## config.mk

```make
export PLATFORM = sky130hd
export DESIGN_NAME = utf8_validating_sanitizer_flat
export DESIGN_NICKNAME = d
export VERILOG_FILES = /design/src/hdl/u8san_pkg.sv /design/src/hdl/u8san_if.sv /design/src/hdl/u8san_front.sv /design/src/hdl/u8san_queue.sv /design/src/hdl/u8san_back.sv /design/src/hdl/utf8_validating_sanitizer.sv /design/src/flat_wrapper.sv
export SDC_FILE = /design/constraint.sdc
export NUM_CORES = 1
export LEC_CHECK = 0
export BUFFER_PORTS_ARGS = -buffer_cell sky130_fd_sc_hd__buf_2
export CAP_MARGIN = 5
export CORE_ASPECT_RATIO = 0.5
export CORE_MARGIN = 1.5
export CORE_UTILIZATION = 35
export CTS_CLUSTER_DIAMETER = 30
export DETAILED_ROUTE_END_ITERATION = 10
export GPL_TIMING_DRIVEN = 0
export SETUP_SLACK_MARGIN = 0.1
export SYNTH_ARGS = -nofsm -noshare
export SYNTH_HDL_FRONTEND = slang
export SYNTH_HIERARCHICAL = 1
export SYNTH_SLANG_ARGS = --single-unit
```

## constraint.sdc

```tcl
create_clock -name clock -period 8.7 [get_ports clock]
set_input_delay 0 -clock clock [delete_from_list [all_inputs] [get_ports clock]]
set_output_delay 0 -clock clock [all_outputs]
set_load 0.01 [all_outputs]
```

## src/hdl/u8san_pkg.sv

```systemverilog
// Shared types and constants for the UTF-8 validating sanitizer.
package u8san_pkg;

   localparam int MAX_RESULTS = 6;
   localparam int QUEUE_DEPTH = 2;

   localparam logic [1:0] KIND_BYTE  = 2'd0;
   localparam logic [1:0] KIND_ERROR = 2'd1;
   localparam logic [1:0] KIND_END   = 2'd2;

   localparam logic CSR_FATAL_MODE = 1'b0;
   localparam logic CSR_IGNORE_BOM = 1'b1;

   localparam logic [7:0] REPL_0 = 8'hEF;
   localparam logic [7:0] REPL_1 = 8'hBF;
   localparam logic [7:0] REPL_2 = 8'hBD;
   localparam logic [7:0] BOM_0  = 8'hEF;
   localparam logic [7:0] BOM_1  = 8'hBB;
   localparam logic [7:0] BOM_2  = 8'hBF;

   localparam logic [7:0] ASCII_LIMIT = 8'h80;
   localparam logic [7:0] LEAD_MIN    = 8'hC2;
   localparam logic [7:0] LEAD_LIMIT  = 8'hF5;
   localparam logic [7:0] LEAD3_MIN   = 8'hE0;
   localparam logic [7:0] LEAD4_MIN   = 8'hF0;
   localparam logic [7:0] LEAD_E0     = 8'hE0;
   localparam logic [7:0] LEAD_ED     = 8'hED;
   localparam logic [7:0] LEAD_F0     = 8'hF0;
   localparam logic [7:0] LEAD_F4     = 8'hF4;

   localparam logic [2:0] RANGE_ANY = 3'd0;
   localparam logic [2:0] RANGE_E0  = 3'd1;
   localparam logic [2:0] RANGE_ED  = 3'd2;
   localparam logic [2:0] RANGE_F0  = 3'd3;
   localparam logic [2:0] RANGE_F4  = 3'd4;

   typedef struct packed {
      logic [1:0] kind;
      logic [7:0] data;
   } result_type;

   // One accepted item's results, in order.
   typedef struct packed {
      logic [2:0]                         count;
      result_type [MAX_RESULTS-1:0]       ent;
   } cmd_type;

   // Allowed range of a continuation byte.
   function automatic logic cont_ok(logic [2:0] ridx, logic [7:0] b);
      logic ok;
      case (ridx)
         RANGE_E0: ok = (b >= 8'hA0) && (b <= 8'hBF);
         RANGE_ED: ok = (b >= 8'h80) && (b <= 8'h9F);
         RANGE_F0: ok = (b >= 8'h90) && (b <= 8'hBF);
         RANGE_F4: ok = (b >= 8'h80) && (b <= 8'h8F);
         default:  ok = (b >= 8'h80) && (b <= 8'hBF);
      endcase
      return ok;
   endfunction

   function automatic cmd_type add_result(cmd_type c, logic [1:0] k, logic [7:0] d);
      cmd_type r;
      r = c;
      r.ent[r.count] = '{kind: k, data: d};
      r.count = r.count + 3'd1;
      return r;
   endfunction

endpackage

```

## src/hdl/u8san_if.sv

```systemverilog
// Channel interfaces for the request and response streams.
interface u8san_req_if;
   logic       valid;
   logic       ready;
   logic       mode;
   logic [7:0] byte_in;
   modport source (output valid, output mode, output byte_in, input ready);
   modport sink (input valid, input mode, input byte_in, output ready);
endinterface

interface u8san_rsp_if;
   logic       valid;
   logic       ready;
   logic [1:0] kind;
   logic [7:0] byte_out;
   logic       last;
   modport source (output valid, output kind, output byte_out, output last, input ready);
   modport sink (input valid, input kind, input byte_out, input last, output ready);
endinterface

```

## src/hdl/u8san_front.sv

```systemverilog
// Front end: accepts bytes, tracks sequence state and builds result lists.
module u8san_front import u8san_pkg::*; (
   input  logic          clock,
   input  logic          reset,
   input  logic          csr_we,
   input  logic          csr_index,
   input  logic          csr_wdata,
   u8san_req_if.sink     req_chan,
   output logic          push_valid,
   output cmd_type       push_cmd,
   input  logic          push_ready
);

   logic       fatal_mode_ff, fatal_mode_in;
   logic       ignore_bom_ff, ignore_bom_in;
   logic [7:0] held_bytes_ff [0:2];
   logic [7:0] held_bytes_in [0:2];
   logic [1:0] held_count_ff, held_count_in;
   logic [2:0] need_length_ff, need_length_in;
   logic [2:0] sri_ff, sri_in;
   logic       at_start_ff, at_start_in;
   logic       error_drop_ff, error_drop_in;

   logic       accept;
   logic       do_lead;
   logic [2:0] ridx;
   logic [7:0] b;
   cmd_type    cmd;

   assign req_chan.ready = push_ready;
   assign accept = req_chan.valid && push_ready;
   assign b = req_chan.byte_in;
   assign ridx = (held_count_ff == 2'd1) ? sri_ff : RANGE_ANY;

   always_comb begin
      fatal_mode_in = fatal_mode_ff;
      ignore_bom_in = ignore_bom_ff;
      if (csr_we) begin
         unique case (csr_index)
            CSR_FATAL_MODE: fatal_mode_in = csr_wdata;
            CSR_IGNORE_BOM: ignore_bom_in = csr_wdata;
            default: ;
         endcase
      end
   end

   always_comb begin
      cmd = '0;
      do_lead = 1'b0;
      held_bytes_in = held_bytes_ff;
      held_count_in = held_count_ff;
      need_length_in = need_length_ff;
      sri_in = sri_ff;
      at_start_in = at_start_ff;
      error_drop_in = error_drop_ff;
      if (req_chan.mode) begin
         // end of stream: flush a partial sequence, then the end marker
         if (held_count_ff != 2'd0 && !error_drop_ff) begin
            if (fatal_mode_ff) begin
               cmd = add_result(cmd, KIND_ERROR, 8'h00);
            end else begin
               cmd = add_result(cmd, KIND_BYTE, REPL_0);
               cmd = add_result(cmd, KIND_BYTE, REPL_1);
               cmd = add_result(cmd, KIND_BYTE, REPL_2);
            end
         end
         cmd = add_result(cmd, KIND_END, 8'h00);
         held_count_in = 2'd0;
         need_length_in = 3'd0;
         sri_in = RANGE_ANY;
         at_start_in = 1'b1;
         error_drop_in = 1'b0;
      end else if (!error_drop_ff) begin
         if (held_count_ff == 2'd0) begin
            do_lead = 1'b1;
         end else if (!cont_ok(ridx, b)) begin
            at_start_in = 1'b0;
            held_count_in = 2'd0;
            need_length_in = 3'd0;
            sri_in = RANGE_ANY;
            if (fatal_mode_ff) begin
               cmd = add_result(cmd, KIND_ERROR, 8'h00);
               error_drop_in = 1'b1;
            end else begin
               cmd = add_result(cmd, KIND_BYTE, REPL_0);
               cmd = add_result(cmd, KIND_BYTE, REPL_1);
               cmd = add_result(cmd, KIND_BYTE, REPL_2);
               do_lead = 1'b1;   // breaking byte is retried as a lead
            end
         end else if ({1'b0, held_count_ff} + 3'd1 < need_length_ff) begin
            held_bytes_in[held_count_ff] = b;
            held_count_in = held_count_ff + 2'd1;
         end else begin
            at_start_in = 1'b0;
            held_count_in = 2'd0;
            need_length_in = 3'd0;
            sri_in = RANGE_ANY;
            if (!(at_start_ff && !ignore_bom_ff && held_count_ff == 2'd2 &&
                  held_bytes_ff[0] == BOM_0 && held_bytes_ff[1] == BOM_1 && b == BOM_2)) begin
               for (int i = 0; i < 3; i++) begin
                  if (i < int'(held_count_ff)) begin
                     cmd = add_result(cmd, KIND_BYTE, held_bytes_ff[i]);
                  end
               end
               cmd = add_result(cmd, KIND_BYTE, b);
            end
         end

         if (do_lead) begin
            if (b < ASCII_LIMIT) begin
               at_start_in = 1'b0;
               cmd = add_result(cmd, KIND_BYTE, b);
            end else if (b < LEAD_MIN || b >= LEAD_LIMIT) begin
               at_start_in = 1'b0;
               held_count_in = 2'd0;
               need_length_in = 3'd0;
               sri_in = RANGE_ANY;
               if (fatal_mode_ff) begin
                  cmd = add_result(cmd, KIND_ERROR, 8'h00);
                  error_drop_in = 1'b1;
               end else begin
                  cmd = add_result(cmd, KIND_BYTE, REPL_0);
                  cmd = add_result(cmd, KIND_BYTE, REPL_1);
                  cmd = add_result(cmd, KIND_BYTE, REPL_2);
               end
            end else begin
               held_bytes_in[0] = b;
               held_count_in = 2'd1;
               if (b < LEAD3_MIN) begin
                  need_length_in = 3'd2;
                  sri_in = RANGE_ANY;
               end else if (b < LEAD4_MIN) begin
                  need_length_in = 3'd3;
                  sri_in = (b == LEAD_E0) ? RANGE_E0 : (b == LEAD_ED) ? RANGE_ED : RANGE_ANY;
               end else begin
                  need_length_in = 3'd4;
                  sri_in = (b == LEAD_F0) ? RANGE_F0 : (b == LEAD_F4) ? RANGE_F4 : RANGE_ANY;
               end
            end
         end
      end
   end

   assign push_valid = accept && (cmd.count != 3'd0);
   assign push_cmd = cmd;

   always_ff @(posedge clock) begin
      if (reset) begin
         fatal_mode_ff <= 1'b0;
         ignore_bom_ff <= 1'b0;
         held_count_ff <= 2'd0;
         need_length_ff <= 3'd0;
         sri_ff <= RANGE_ANY;
         at_start_ff <= 1'b1;
         error_drop_ff <= 1'b0;
      end else begin
         fatal_mode_ff <= fatal_mode_in;
         ignore_bom_ff <= ignore_bom_in;
         if (accept) begin
            held_count_ff <= held_count_in;
            need_length_ff <= need_length_in;
            sri_ff <= sri_in;
            at_start_ff <= at_start_in;
            error_drop_ff <= error_drop_in;
         end
      end
   end

   always_ff @(posedge clock) begin
      if (accept) begin
         held_bytes_ff <= held_bytes_in;
      end
   end

`ifndef SYNTHESIS
   a_hold_below_need: assert property (@(posedge clock) disable iff (reset)
      (held_count_ff != 2'd0) |-> ({1'b0, held_count_ff} < need_length_ff))
      else $error("held count not below sequence length");
   a_drop_empty: assert property (@(posedge clock) disable iff (reset)
      error_drop_ff |-> (held_count_ff == 2'd0))
      else $error("bytes held while dropping");
   a_empty_clear: assert property (@(posedge clock) disable iff (reset)
      (held_count_ff == 2'd0) |-> (need_length_ff == 3'd0 && sri_ff == RANGE_ANY))
      else $error("sequence state left after clear");
   a_eos_pushes: assert property (@(posedge clock) disable iff (reset)
      (accept && req_chan.mode) |-> push_valid)
      else $error("end of stream produced no result");
`endif

endmodule

```

## src/hdl/u8san_queue.sv

```systemverilog
// Small queue of result lists between front and back.
module u8san_queue import u8san_pkg::*; (
   input  logic    clock,
   input  logic    reset,
   input  logic    push_valid,
   input  cmd_type push_cmd,
   output logic    push_ready,
   output logic    head_valid,
   output cmd_type head_cmd,
   input  logic    pop
);

   localparam int PtrW = (QUEUE_DEPTH > 1) ? $clog2(QUEUE_DEPTH) : 1;
   localparam int CntW = $clog2(QUEUE_DEPTH + 1);

   cmd_type             mem_ff [0:QUEUE_DEPTH-1];
   logic [PtrW-1:0]     wr_ptr_ff, wr_ptr_in;
   logic [PtrW-1:0]     rd_ptr_ff, rd_ptr_in;
   logic [CntW-1:0]     count_ff, count_in;
   logic                do_push, do_pop;

   assign push_ready = (count_ff != CntW'(QUEUE_DEPTH));
   assign head_valid = (count_ff != '0);
   assign head_cmd = mem_ff[rd_ptr_ff];
   assign do_push = push_valid && push_ready;
   assign do_pop = pop && head_valid;

   always_comb begin
      wr_ptr_in = wr_ptr_ff;
      rd_ptr_in = rd_ptr_ff;
      if (do_push) begin
         wr_ptr_in = (wr_ptr_ff == PtrW'(QUEUE_DEPTH - 1)) ? '0 : wr_ptr_ff + 1'b1;
      end
      if (do_pop) begin
         rd_ptr_in = (rd_ptr_ff == PtrW'(QUEUE_DEPTH - 1)) ? '0 : rd_ptr_ff + 1'b1;
      end
      count_in = count_ff + CntW'(do_push) - CntW'(do_pop);
   end

   always_ff @(posedge clock) begin
      if (reset) begin
         wr_ptr_ff <= '0;
         rd_ptr_ff <= '0;
         count_ff <= '0;
      end else begin
         wr_ptr_ff <= wr_ptr_in;
         rd_ptr_ff <= rd_ptr_in;
         count_ff <= count_in;
      end
   end

   always_ff @(posedge clock) begin
      if (do_push) begin
         mem_ff[wr_ptr_ff] <= push_cmd;
      end
   end

endmodule

```

## src/hdl/u8san_back.sv

```systemverilog
// Back end: walks each result list and drives the response register.
module u8san_back import u8san_pkg::*; (
   input  logic        clock,
   input  logic        reset,
   input  logic        head_valid,
   input  cmd_type     head_cmd,
   output logic        pop,
   u8san_rsp_if.source rsp_chan
);

   logic [2:0]  idx_ff, idx_in;
   logic        valid_ff, valid_in;
   result_type  res_ff, res_in;
   logic        last_ff, last_in;
   logic        load;
   logic        at_end;

   assign load = head_valid && (!valid_ff || rsp_chan.ready);
   assign at_end = (idx_ff == head_cmd.count - 3'd1);
   assign pop = load && at_end;

   always_comb begin
      idx_in = idx_ff;
      valid_in = valid_ff;
      res_in = res_ff;
      last_in = last_ff;
      if (load) begin
         valid_in = 1'b1;
         res_in = head_cmd.ent[idx_ff];
         last_in = at_end;
         idx_in = at_end ? 3'd0 : idx_ff + 3'd1;
      end else if (rsp_chan.ready) begin
         valid_in = 1'b0;
      end
   end

   always_ff @(posedge clock) begin
      if (reset) begin
         idx_ff <= 3'd0;
         valid_ff <= 1'b0;
      end else begin
         idx_ff <= idx_in;
         valid_ff <= valid_in;
      end
   end

   always_ff @(posedge clock) begin
      res_ff <= res_in;
      last_ff <= last_in;
   end

   assign rsp_chan.valid = valid_ff;
   assign rsp_chan.kind = res_ff.kind;
   assign rsp_chan.byte_out = res_ff.data;
   assign rsp_chan.last = last_ff;

`ifndef SYNTHESIS
   a_idx_needs_head: assert property (@(posedge clock) disable iff (reset)
      (idx_ff != 3'd0) |-> head_valid)
      else $error("list index set with empty queue");
   a_idx_in_list: assert property (@(posedge clock) disable iff (reset)
      head_valid |-> (idx_ff < head_cmd.count))
      else $error("list index past result count");
   a_pop_marks_last: assert property (@(posedge clock) disable iff (reset)
      pop |=> (valid_ff && last_ff))
      else $error("list retired without last flag");
`endif

endmodule

```

## src/hdl/utf8_validating_sanitizer.sv

```systemverilog
// UTF-8 validating sanitizer: top level joining front end, queue and back end.
// req_chan carries one item per transfer: mode 0 is a data byte (byte_in),
// mode 1 flushes the stream. rsp_chan carries one result per transfer:
// kind 0 is an output byte, kind 1 an invalid-sequence error (fatal mode),
// kind 2 the end-of-stream marker; last flags the final result of an item.
// Config is written through csr_we/csr_index/csr_wdata: index 0 fatal_mode,
// index 1 ignore_bom; write only while the block is idle.
// Throughput: one request per cycle while the two-entry result-list queue has
// room; the response side moves one result per cycle while the receiver is
// ready, so an item with N results takes N transfers and items with none take no slot.
// Each item's results are written into the queue at its transfer and reach
// the output register from the queue head once that register is free.
// Reset (synchronous, active high) clears the stream state, the queue, the
// output valid bit and both config bits. When the receiver stalls, the output
// register holds, the queue fills, and req_chan.ready drops once both queue
// entries are taken.
module utf8_validating_sanitizer import u8san_pkg::*; (
   input  logic        clock,
   input  logic        reset,
   input  logic        csr_we,
   input  logic        csr_index,
   input  logic        csr_wdata,
   u8san_req_if.sink   req_chan,
   u8san_rsp_if.source rsp_chan
);

   logic    push_valid;
   logic    push_ready;
   cmd_type push_cmd;
   logic    head_valid;
   cmd_type head_cmd;
   logic    pop;

   u8san_front u_front (
      .clock      (clock),
      .reset      (reset),
      .csr_we     (csr_we),
      .csr_index  (csr_index),
      .csr_wdata  (csr_wdata),
      .req_chan   (req_chan),
      .push_valid (push_valid),
      .push_cmd   (push_cmd),
      .push_ready (push_ready)
   );

   u8san_queue u_queue (
      .clock      (clock),
      .reset      (reset),
      .push_valid (push_valid),
      .push_cmd   (push_cmd),
      .push_ready (push_ready),
      .head_valid (head_valid),
      .head_cmd   (head_cmd),
      .pop        (pop)
   );

   u8san_back u_back (
      .clock      (clock),
      .reset      (reset),
      .head_valid (head_valid),
      .head_cmd   (head_cmd),
      .pop        (pop),
      .rsp_chan   (rsp_chan)
   );

endmodule

```

## src/flat_wrapper.sv

```systemverilog
// flat-port wrapper written by rule: the top's interface ports become plain ports
module utf8_validating_sanitizer_flat import u8san_pkg::*;
  (clock, reset, csr_we, csr_index, csr_wdata, req_chan_valid, req_chan_mode, req_chan_byte_in, req_chan_ready, rsp_chan_valid, rsp_chan_kind, rsp_chan_byte_out, rsp_chan_last, rsp_chan_ready);
  u8san_req_if req_chan_i ();
  u8san_rsp_if rsp_chan_i ();
  input  logic clock;
  input  logic reset;
  input  logic csr_we;
  input  logic csr_index;
  input  logic csr_wdata;
  input wire logic [$bits(req_chan_i.valid)-1:0] req_chan_valid;
  input wire logic [$bits(req_chan_i.mode)-1:0] req_chan_mode;
  input wire logic [$bits(req_chan_i.byte_in)-1:0] req_chan_byte_in;
  output wire logic [$bits(req_chan_i.ready)-1:0] req_chan_ready;
  output wire logic [$bits(rsp_chan_i.valid)-1:0] rsp_chan_valid;
  output wire logic [$bits(rsp_chan_i.kind)-1:0] rsp_chan_kind;
  output wire logic [$bits(rsp_chan_i.byte_out)-1:0] rsp_chan_byte_out;
  output wire logic [$bits(rsp_chan_i.last)-1:0] rsp_chan_last;
  input wire logic [$bits(rsp_chan_i.ready)-1:0] rsp_chan_ready;
  assign req_chan_i.valid = req_chan_valid;
  assign req_chan_i.mode = req_chan_mode;
  assign req_chan_i.byte_in = req_chan_byte_in;
  assign req_chan_ready = req_chan_i.ready;
  assign rsp_chan_valid = rsp_chan_i.valid;
  assign rsp_chan_kind = rsp_chan_i.kind;
  assign rsp_chan_byte_out = rsp_chan_i.byte_out;
  assign rsp_chan_last = rsp_chan_i.last;
  assign rsp_chan_i.ready = rsp_chan_ready;
  utf8_validating_sanitizer u_core (.clock(clock), .reset(reset), .csr_we(csr_we), .csr_index(csr_index), .csr_wdata(csr_wdata), .req_chan(req_chan_i), .rsp_chan(rsp_chan_i));
endmodule
```

==> reports/results.ini, run 1 <==
[power_and_ir_drop]
clock_power_share_pct = 33.7
power.total_mw = 2.300
swShare_pct = 28.01
leakage_nw = 3.854
pwr-share-seq_pct = 47.6
p_sw_mw = 0.6443
comb_power_share_pct = 18.7
ir_drop_mv = 0.1369
internal_power_mw = 1.656
p_per_area_nw_per_um2 = 210.8

[global_routing]
grt_max_degree = 64
grt_overflow = 0
antenna_found_initial = 1
grt_pass1_wl_um = 37740
grt_util_all_layers_pct = 17.50
grt_pass1_vias = 6598

[logic_synthesis]
synth.area.top_cells = edfxtp_1, mux2_2, dfxtp_1, nor2_1, a21oi_1
ys_seq_area_share_pct = 55.18
synthArstFlopShare_pct = 0
yosysMostFrequentCell = edfxtp_1
syn_area_per_cell_um2 = 12.16
synth_enable_flop_cells = 161
synth_common_cells = edfxtp_1, mux2_2, nor2_1
synth_top_area_share_pct = 50.76
synth_ff_type = edfxtp_1
syn_inst = 783
syn_area_um2 = 9524
synth.distinct_cells = 89
synth_top_area_cell = edfxtp_1
yosys_warnings = 6
ys_ff_latch = 182

[floorplan]
num_io_pins = 29
die_h_um = 119.6
die_area_um2 = 28270
initial_core_util_pct = 35.82
die_x_um = 236.3
rows = 42
coreArea_um2 = 26590

[placed_design]
place_congestion = 0.8971
io_buffers = 27
dpl.hpwl_um = 17200
dp_slack_ps = 2632

[setup_path]
worst_r2r_endpoint = u_core/u_queue/mem_ff[0][17]$_DFFE_PP_
cp_slowest_cell = inv_4
worst_setup_path_end_kind = flop
crit_type = flop to flop
critPathTopFamily = compound AO/OA/AOI/OAI gates
cp_data_required_time_ps = 8760
max_stage_delay_ps = 640
r2r_cells = 19
cp-start-kind = flop
cp_max_fo = 63
crit_chain = inv_1, ha_1, ha_1, a21boi_0, o22ai_1, a21o_1, a21oi_1, a21oi_1, nor2_1, inv_1, ha_1, clkbuf_1, inv_1, xnor2_1, o22ai_1, o21bai_1, a31oi_1, nand3b_1, inv_4
reg2reg_slack_ps = 2540
path_buf_inv = 5
worstReg2RegStart = u_core/u_front/held_count_ff[0]$_SDFFE_PP0P_
critPathArrivalTime_ps = 6220

[routing]
vias_per_cell = 5.409
avgRoutedWirePerCell_um = 20.08
num_vias = 6610
drc = 0
drt_iter0_markers = 654
drtPass1Iterations = 5
postRouteAntennaNets = 0
routed_wl_um = 24540

[worst_hold_path]
hold_depth = 2
min_path_type = input pin to flop
min_to = u_core/u_front/error_drop_ff$_SDFFE_PP0P_
min_from = req_chan_mode

[timing]
skew_ps = 14.16
slew_viol_final = 0
worst_pin_slew_ps = 1339
finalSetupViolCount = 0
final_hold_viol_count = 0
setup_ws_ps = 2539
slew_headroom_pct = 10.02
fin_tns_setup_ps = 0
fin_crit_ps = 6161
finalCritPeriodShare_pct = 70.82
rsz0062_at_grt = false
fmax_mhz = 162.3

[finish]
multi_input_area_um2 = 3867
fill_cells = 2496
drive_above_1_share_pct = 23.25
fin_nets = 885
syn2layout_area_growth_pct = 14.56
register_area_um2 = 5255

[clock_network]
clk_pin_slew_ps = 70
cts_resized = 0
cts_sinks = 182
cts_root_buf = clkbuf_16
cts_buffers = 17
cts_tree = done
clk_latency_ps = 440
cts_buffer_depth = 2
htreeDepth = 4

[status]
status = completed

[job]
cap_violations = 0

-- power by group through the flow --
stage	logic, mW	clock network (mW)	registers (mW)
6_report	0.430	0.775	1.10
5_1_grt	0.469	0.819	1.10
4_1_cts	0.433	0.789	1.10
3_5_place_dp	0.424	0	1.12
3_3_place_gp	0.418	0	1.12
2_1_floorplan	0.293	0	1.12
-- state kept, by name, summed over array words and instances, names as in the netlist, 2 cells and up, named ones only --
name,flops
u_core/u_back/rsp_chan.kind,2
u_core/u_front/held_count_ff,2
u_core/u_back/rsp_chan.byte_out,8
u_core/u_front/sri_ff,3
u_core/u_front/need_length_ff,3
u_core/u_back/idx_ff,3
u_core/u_front/held_bytes_ff,8
u_core/u_queue/mem_ff,126
u_core/u_queue/count_ff,2
-- through the flow --
| stage | cell area (um^2) | util (%) | hold slack (ps) | instances |
|---|---|---|---|---|
| 6_report | 10910 | 41.03 | 46.69 | 1222 |
| 5_1_grt | 10910 | 41.02 | 130.8 | 1221 |
| 4_1_cts | 10910 | 41.02 | 30.19 | 1221 |
| 3_5_place_dp | 10140 | 38.15 | 204.9 | 1172 |
| 3_3_place_gp | 10130 | 38.11 | 202.3 | 1171 |
| 2_1_floorplan | 9558 | - | 69.07 | 792 |
-- timing repair --
item	CTS	global route
buffers inserted	0	0
hold buffers	17	0
endpoints found under the hold margin	28	0
-- worst reg2reg max path: cells and delay by family (launching register included) --
kind            cells  cell delay [ps]
compound gates      8             2010
xor+xnor            1              180
fa+ha+maj           3             1060
buf+inv             5             1470
flops               1              510
simple gates        2              480
-- cells by family after synthesis --
kind of cell / synth area share, %
AO/OA/AOI/OAI: 13.28
XOR/XNOR: 1.655
adder cells (fa/ha/maj): 1.708
buffers and inverters: 4.624
flip-flops: 55.18
multiplexers: 12.19
other: 0.03937
AND/OR/NAND/NOR: 11.32
-- routing by layer --
metal | track usage (%) | up-vias | wire length, um
met5 | 0 | - | 0
met4 | 5.609 | 0 | 465
met3 | 3.520 | 38 | 1450
met2 | 28.55 | 230 | 11390
met1 | 23.48 | 3247 | 11230
li1 | - | 3095 | -
-- cells in the final DEF, fill, tap and decap left out, types with 5 or more instances in the layout --
cell type        n
mux2i_1         14
buf_2           39
or2_2            6
conb_1          10
a21oi_1         46
nand3b_1         7
dfxtp_1         21
clkbuf_1        23
clkbuf_16       17
xnor2_1          9
nor2_1          68
ha_1            13
dlygate4sd3_1   17
o22ai_1         15
nand3_1         15
a21o_1           7
a31oi_1          7
nand2b_1         5
mux2_2          69
edfxtp_1       161
nor3_1          14
and3_1           5
nand2_1         51
mux4_2           8
o21ai_0         32
inv_1           25
a22oi_1          9
a211oi_1         5
buf_4           19
nand4b_1         7
-- area by class of cell --
type | count | share of cell area [%]
clock buffer | 18 | 3.933
clock inverter | 14 | 1.502
tap | 352 | 4.037
multi-input combinational | 524 | 35.45
sequential | 182 | 48.16
buffer | 59 | 3.108
timing repair buffer | 45 | 2.833
inverter | 27 | 0.9518
antenna | 1 | 0.02294
-- worst max path at each step --
| stage | from | end | slack (ps) | cells past startpoint |
|---|---|---|---|---|
| floorplan | u_core/u_front/held_count_ff[0]$_SDFFE_PP0P_ | u_core/u_queue/mem_ff[1][0]$_DFFE_PP_ | 2960 | 18 |
| global placement | u_core/u_front/held_count_ff[0]$_SDFFE_PP0P_ | u_core/u_queue/mem_ff[1][58]$_DFFE_PP_ | 1180 | 18 |
| detailed placement | u_core/u_front/held_count_ff[0]$_SDFFE_PP0P_ | u_core/u_queue/mem_ff[1][52]$_DFFE_PP_ | 2630 | 18 |
| CTS | u_core/u_front/held_count_ff[0]$_SDFFE_PP0P_ | u_core/u_queue/mem_ff[1][17]$_DFFE_PP_ | 2580 | 18 |
| global route | u_core/u_front/held_count_ff[0]$_SDFFE_PP0P_ | u_core/u_queue/mem_ff[1][17]$_DFFE_PP_ | 2160 | 18 |
| finish | u_core/u_front/held_count_ff[0]$_SDFFE_PP0P_ | u_core/u_queue/mem_ff[0][17]$_DFFE_PP_ | 2540 | 19 |
No activity file was read; power rests on OpenSTA's default activity.
==> run 2: changes to the inputs <==
Clock period 8.7 ns to 5.74 ns, I/O delays scaled along.
==> reports/results.ini, run 2 (synthesis results as in run 1) <==
[finish]
fill_cells = 2518
layout_commonest_cell = edfxtp_1
regMostFlops = u_core/u_queue/mem_ff
fin_nets = 885
num_antenna_cells = 0
largest_reg_flops = 126
fin_area_um2 = 10960
multi_input_area_um2 = 3915
mostFrequentLayoutCells = edfxtp_1, mux2_2, nor2_1
postLayoutCoreUtil_pct = 41.21
syn2layout_area_growth_pct = 15.04
register_area_um2 = 5256
drive_above_1_share_pct = 24.51

[placed_design]
dp_slack_ps = -282.6
place_congestion = 0.9014
dpl.hpwl_um = 16780
dpl_cell_area_um2 = 10150
io_buffers = 27

[setup_path]
worst_setup_path_end_kind = flop
critPathCapture = u_core/u_queue/count_ff[1]$_SDFF_PP0_
max_stage_delay_ps = 410
worstReg2RegStart = u_core/u_front/held_count_ff[1]$_SDFFE_PP0P_
crit_chain = inv_1, ha_2, ha_1, a21boi_0, o22ai_1, a21o_1, a21oi_2, a21oi_1, nor2_1, inv_1, ha_1, clkbuf_2, inv_1, xnor2_1, o22ai_1, o21bai_1, a31oi_4, nor2b_1, a211oi_1, nor2_1, ha_1, and2b_1, mux2_1
cp-start-kind = flop
path_depth = 23
reg2reg_slack_ps = 540
r2r_cells = 23
critPathArrivalTime_ps = 5530
critPathTopFamily = compound AO/OA/AOI/OAI gates
cp_max_fo = 10
cp_slowest_cell = dfxtp_1
crit_type = flop to flop
worst_r2r_endpoint = u_core/u_queue/count_ff[1]$_SDFF_PP0_
crit_start = u_core/u_front/held_count_ff[1]$_SDFFE_PP0P_
path_buf_inv = 4
cp_data_required_time_ps = 6060

[timing]
slew_viol_final = 0
rsz0062_at_grt = false
slew_headroom_pct = 17.95
fin_crit_ps = 5203
finalSetupViolCount = 0
worst_pin_slew_ps = 1221
fmax_mhz = 192.2
final_hold_viol_count = 0
setup_ws_ps = 536.9
skew_ps = 9.650
finalCritPeriodShare_pct = 90.65

[clock_network]
cts_root_buf = clkbuf_16
cts_tree = done
cts_sinks = 182
clk_pin_slew_ps = 70
cts_buffer_depth = 2
htreeDepth = 4
clk_latency_ps = 430
cts_buffers = 17

[global_routing]
grt_pass1_wl_um = 37610
grt_overflow = 0
grt_pass1_vias = 6395
grt_util_all_layers_pct = 17.48
grt_max_degree = 64
antenna_found_initial = 0

[power_and_ir_drop]
ir_drop_mv = 0.1926
leakage_nw = 3.868
clock_power_share_pct = 32.5
internal_power_mw = 2.474
swShare_pct = 28.14
p_per_area_nw_per_um2 = 314.3
comb_power_share_pct = 19.3
pwr-share-seq_pct = 48.2
p_sw_mw = 0.9688

[floorplan]
rows = 42
num_io_pins = 29
die_h_um = 119.6
coreArea_um2 = 26590
die_x_um = 236.3
initial_core_util_pct = 35.82
die_area_um2 = 28270

[routing]
drt_iter0_markers = 609
avgRoutedWirePerCell_um = 19.83
vias_per_cell = 5.410
drtPass1Iterations = 7
routed_wl_um = 24220
drc = 0
postRouteAntennaNets = 0
num_vias = 6606

[worst_hold_path]
min_path_type = input pin to flop
min_from = req_chan_mode

[status]
status = completed

[job]
cap_violations = 0

==> run 2: how the worst min path moves through the flow <==
stage	cells past startpoint	endpoint	slack (ps)
3_3_place_gp	1	flop	200
5_1_grt	2	u_core/u_front/error_drop_ff$_SDFFE_PP0P_	50
3_5_place_dp	1	flop	210
6_report	2	u_core/u_front/error_drop_ff$_SDFFE_PP0P_	40
2_1_floorplan	1	u_core/u_back/idx_ff[1]$_SDFFE_PP0P_	70
4_1_cts	2	u_core/u_front/error_drop_ff$_SDFFE_PP0P_	20
==> run 2: metal layers <==
metal  vias to the layer above  track usage [%]  routed length (um)
met5                         -                0                   0
met4                         0            4.688                 216
met3                        18            3.520                1404
met2                       206            28.20               11400
met1                      3284            24.06               11190
li1                       3098                -                   -
==> run 2: worst register-to-register path, stage by stage, from the launching register on <==
cell      delay [ps]
dfxtp_1          410
inv_1            160
ha_2             370
ha_1             290
a21boi_0         160
o22ai_1          180
a21o_1           270
a21oi_2          250
a21oi_1          110
nor2_1           220
inv_1             70
ha_1             290
clkbuf_2         250
inv_1            150
xnor2_1          190
o22ai_1          140
o21bai_1         270
a31oi_4          200
nor2b_1          190
a211oi_1         220
nor2_1            80
ha_1             190
and2b_1          150
mux2_1           280
==> run 2: layout make-up <==
type | count | area share (%)
clock inverters | 15 | 1.313
multi-input cells | 525 | 35.73
clock buffers | 17 | 3.883
flip-flops and latches | 182 | 47.97
plain buffers | 59 | 3.129
repair buffers | 44 | 2.786
well taps | 352 | 4.020
inverters | 27 | 1.165
==> run 2: metrics by stage <==
stage               hold slack (ps)  std cells  power (mW)  TNS [ps]
finish                        40.46       1221       3.443         0
global route                  52.51       1221       3.589         0
CTS                           23.80       1221       3.473         0
detailed placement            205.5       1171       2.327    -34730
global placement              202.4       1171       2.321   -129510
floorplan                     69.07        792       2.136         0
==> run 2: timing repair <==
item / in CTS / in global routing
hold buffers: 17 / 0
cloned: 1 / 0
setup endpoints to repair: 127 / 48
endpoints found under the hold margin: 29 / 0
buffers inserted: 0 / 0
pin swaps: 1 / 0
resized for setup: 9 / 7
==> run 2: power groups by stage <==
stage	registers [mW]	logic [mW]	clock network, mW
finish	1.66	0.666	1.12
global route	1.67	0.721	1.20
CTS	1.66	0.668	1.15
detailed placement	1.69	0.638	0
global placement	1.69	0.632	0
floorplan	1.69	0.444	0
==> run 3: changes to the inputs <==
Settings changed: CORE_UTILIZATION 35 to 50, PLACE_DENSITY from default to 0.66, REMOVE_ABC_BUFFERS from default to 1.
==> reports/results.ini, run 3 (synthesis results as in run 1) <==
[worst_hold_path]
min_from = req_chan_byte_in[4]
min_path_type = input pin to flop

[power_and_ir_drop]
p_per_area_nw_per_um2 = 323.3
power.total_mw = 3.399
leakage_nw = 3.687
ir_drop_mv = 0.2425

[placed_design]
dpl.hpwl_um = 14590
place_congestion = 0.8997
io_buffers = 28
dpl_cell_area_um2 = 9696

[global_routing]
grt_pass1_wl_um = 35140
antenna_found_initial = 0
grt_use_met3_pct = 4.249
use_met1_pct = 35.61
grt_util_met2_pct = 35.47
grt_pass1_vias = 6065
grt_overflow = 0
grt_busiest_layer = met1
grt_max_degree = 64
grt_util_all_layers_pct = 23.78

[floorplan]
rows = 35
die_h_um = 100.6
initial_core_util_pct = 51.42
coreArea_um2 = 18520
num_io_pins = 29
die_area_um2 = 19940
die_x_um = 198.2

[setup_path]
crit_start = u_core/u_front/held_count_ff[0]$_SDFFE_PP0P_
cp-start-kind = flop
critPathCapture = u_core/u_queue/count_ff[1]$_SDFF_PP0_
worst_r2r_endpoint = u_core/u_queue/count_ff[1]$_SDFF_PP0_
reg2reg_slack_ps = 290
cp_data_required_time_ps = 6060
crit_chain = inv_1, ha_1, clkinv_1, a32o_2, ha_2, and3_1, o21a_1, o31ai_1, a31oi_4, nor2b_1, a211oi_1, nor2_1, ha_1, and2b_1, mux2_1
cp_slowest_cell = clkinv_1
worst_setup_path_end_kind = flop
max_stage_delay_ps = 830
r2r_cells = 15
crit_top_cell = ha_1
worstReg2RegStart = u_core/u_front/held_count_ff[0]$_SDFFE_PP0P_
critPathArrivalTime_ps = 5770
cp_max_fo = 20
crit_type = flop to flop

[timing]
rsz0062_at_grt = false
finalSetupViolCount = 0
finalCritPeriodShare_pct = 94.88
fin_crit_ps = 5446
slew_viol_final = 0
whs_ps = 22.60
fin_tns_setup_ps = 0
worst_pin_slew_ps = 1201
skew_ps = 14.36
final_hold_viol_count = 0
fmax_mhz = 183.6
slew_headroom_pct = 19.64

[clock_network]
cts_root_buf = clkbuf_16
cts_sinks = 182
clk_latency_ps = 430
cts_buffer_depth = 2
cts_tree = done
htreeDepth = 4
cts_buffers = 17
clk_pin_slew_ps = 70

[job]
cap_violations = 0

[finish]
layout_commonest_cell = edfxtp_1
largest_reg_flops = 126
drive_above_1_share_pct = 22.24
syn2layout_area_growth_pct = 10.38
fin_area_um2 = 10510
postLayoutCoreUtil_pct = 56.75
fin_nets = 830
regMostFlops = u_core/u_queue/mem_ff
num_antenna_cells = 0
mostFrequentLayoutCells = edfxtp_1, mux2_2, nor2_1

[routing]
avgRoutedWirePerCell_um = 21.18
drtPass1Iterations = 5
routed_wl_um = 22720
vias_per_cell = 6.037
drc = 0
num_vias = 6478
drt_iter0_markers = 598
postRouteAntennaNets = 0

[status]
status = completed

## run 3: changes by cell type in the layout (fill, tap and decap cells not counted), moves of 3 or more
| cell | change |
|---|---|
| clkbuf_8 | +3 |
| buf_1 | -3 |
| buf_2 | -11 |
| buf_4 | -18 |
| clkbuf_1 | -19 |
## run 3: stage by stage
stage                     setup slack [ps]  std cells
final                                293.9       1073
after global routing                 117.3       1073
after CTS                            136.1       1070
after detailed placement            -640.3       1020
after global placement               -2148       1020
after floorplan                     -232.6        733
## run 3: worst min path at each step
| stage | end | slack (ps) | cells past startpoint |
|---|---|---|---|
| detailed placement | u_core/u_front/fatal_mode_ff$_SDFFE_PP0P_ | 250 | 3 |
| CTS | flop | 3 | 1 |
| global placement | u_core/u_front/fatal_mode_ff$_SDFFE_PP0P_ | 250 | 3 |
| global route | flop | 6 | 1 |
| finish | flop | 20 | 1 |
| floorplan | u_core/u_back/idx_ff[1]$_SDFFE_PP0P_ | 70 | 1 |
## run 3: power breakdown
part           leakage, nW  switching, mW  internal, mW  total (mW)
clock                0.282          0.523         0.605        1.13
combinational         1.70          0.321         0.245       0.566
sequential            1.70         0.0888          1.62        1.71
## run 3: final cells by class
type / instances / area, um^2
clock inverters: 12 / 102.6
flip-flops and latches: 182 / 5260
clock buffers: 20 / 466.7
inverters: 27 / 113.9
multi-input cells: 525 / 3915
repair buffers: 48 / 330.3
well taps: 259 / 324.1
fillers: 1551 / 8011
## run 3: worst max-delay path: cells and delay by family (launching register included)
family          cells  cell delay (ps)
compound gates      5             1790
buf+inv             2              970
fa+ha+maj           3             1260
simple gates        4              620
flops               1              410
mux                 1              290
## run 3: routing by layer
metal	vias to the layer above	wire [um]
li1	2986	-
met1	3219	10900
met3	33	1521
met2	240	9944
met5	-	0
met4	0	358
## run 3: timing repair
| action | in CTS | in global routing |
|---|---|---|
| resized for setup | 7 | 6 |
| hold endpoints to repair | 22 | 0 |
| endpoints found under the setup margin | 128 | 128 |
| setup buffers | 0 | 1 |
| hold buffers | 17 | 0 |
| pin swaps | 1 | 0 |
| gates cloned | 1 | 0 |
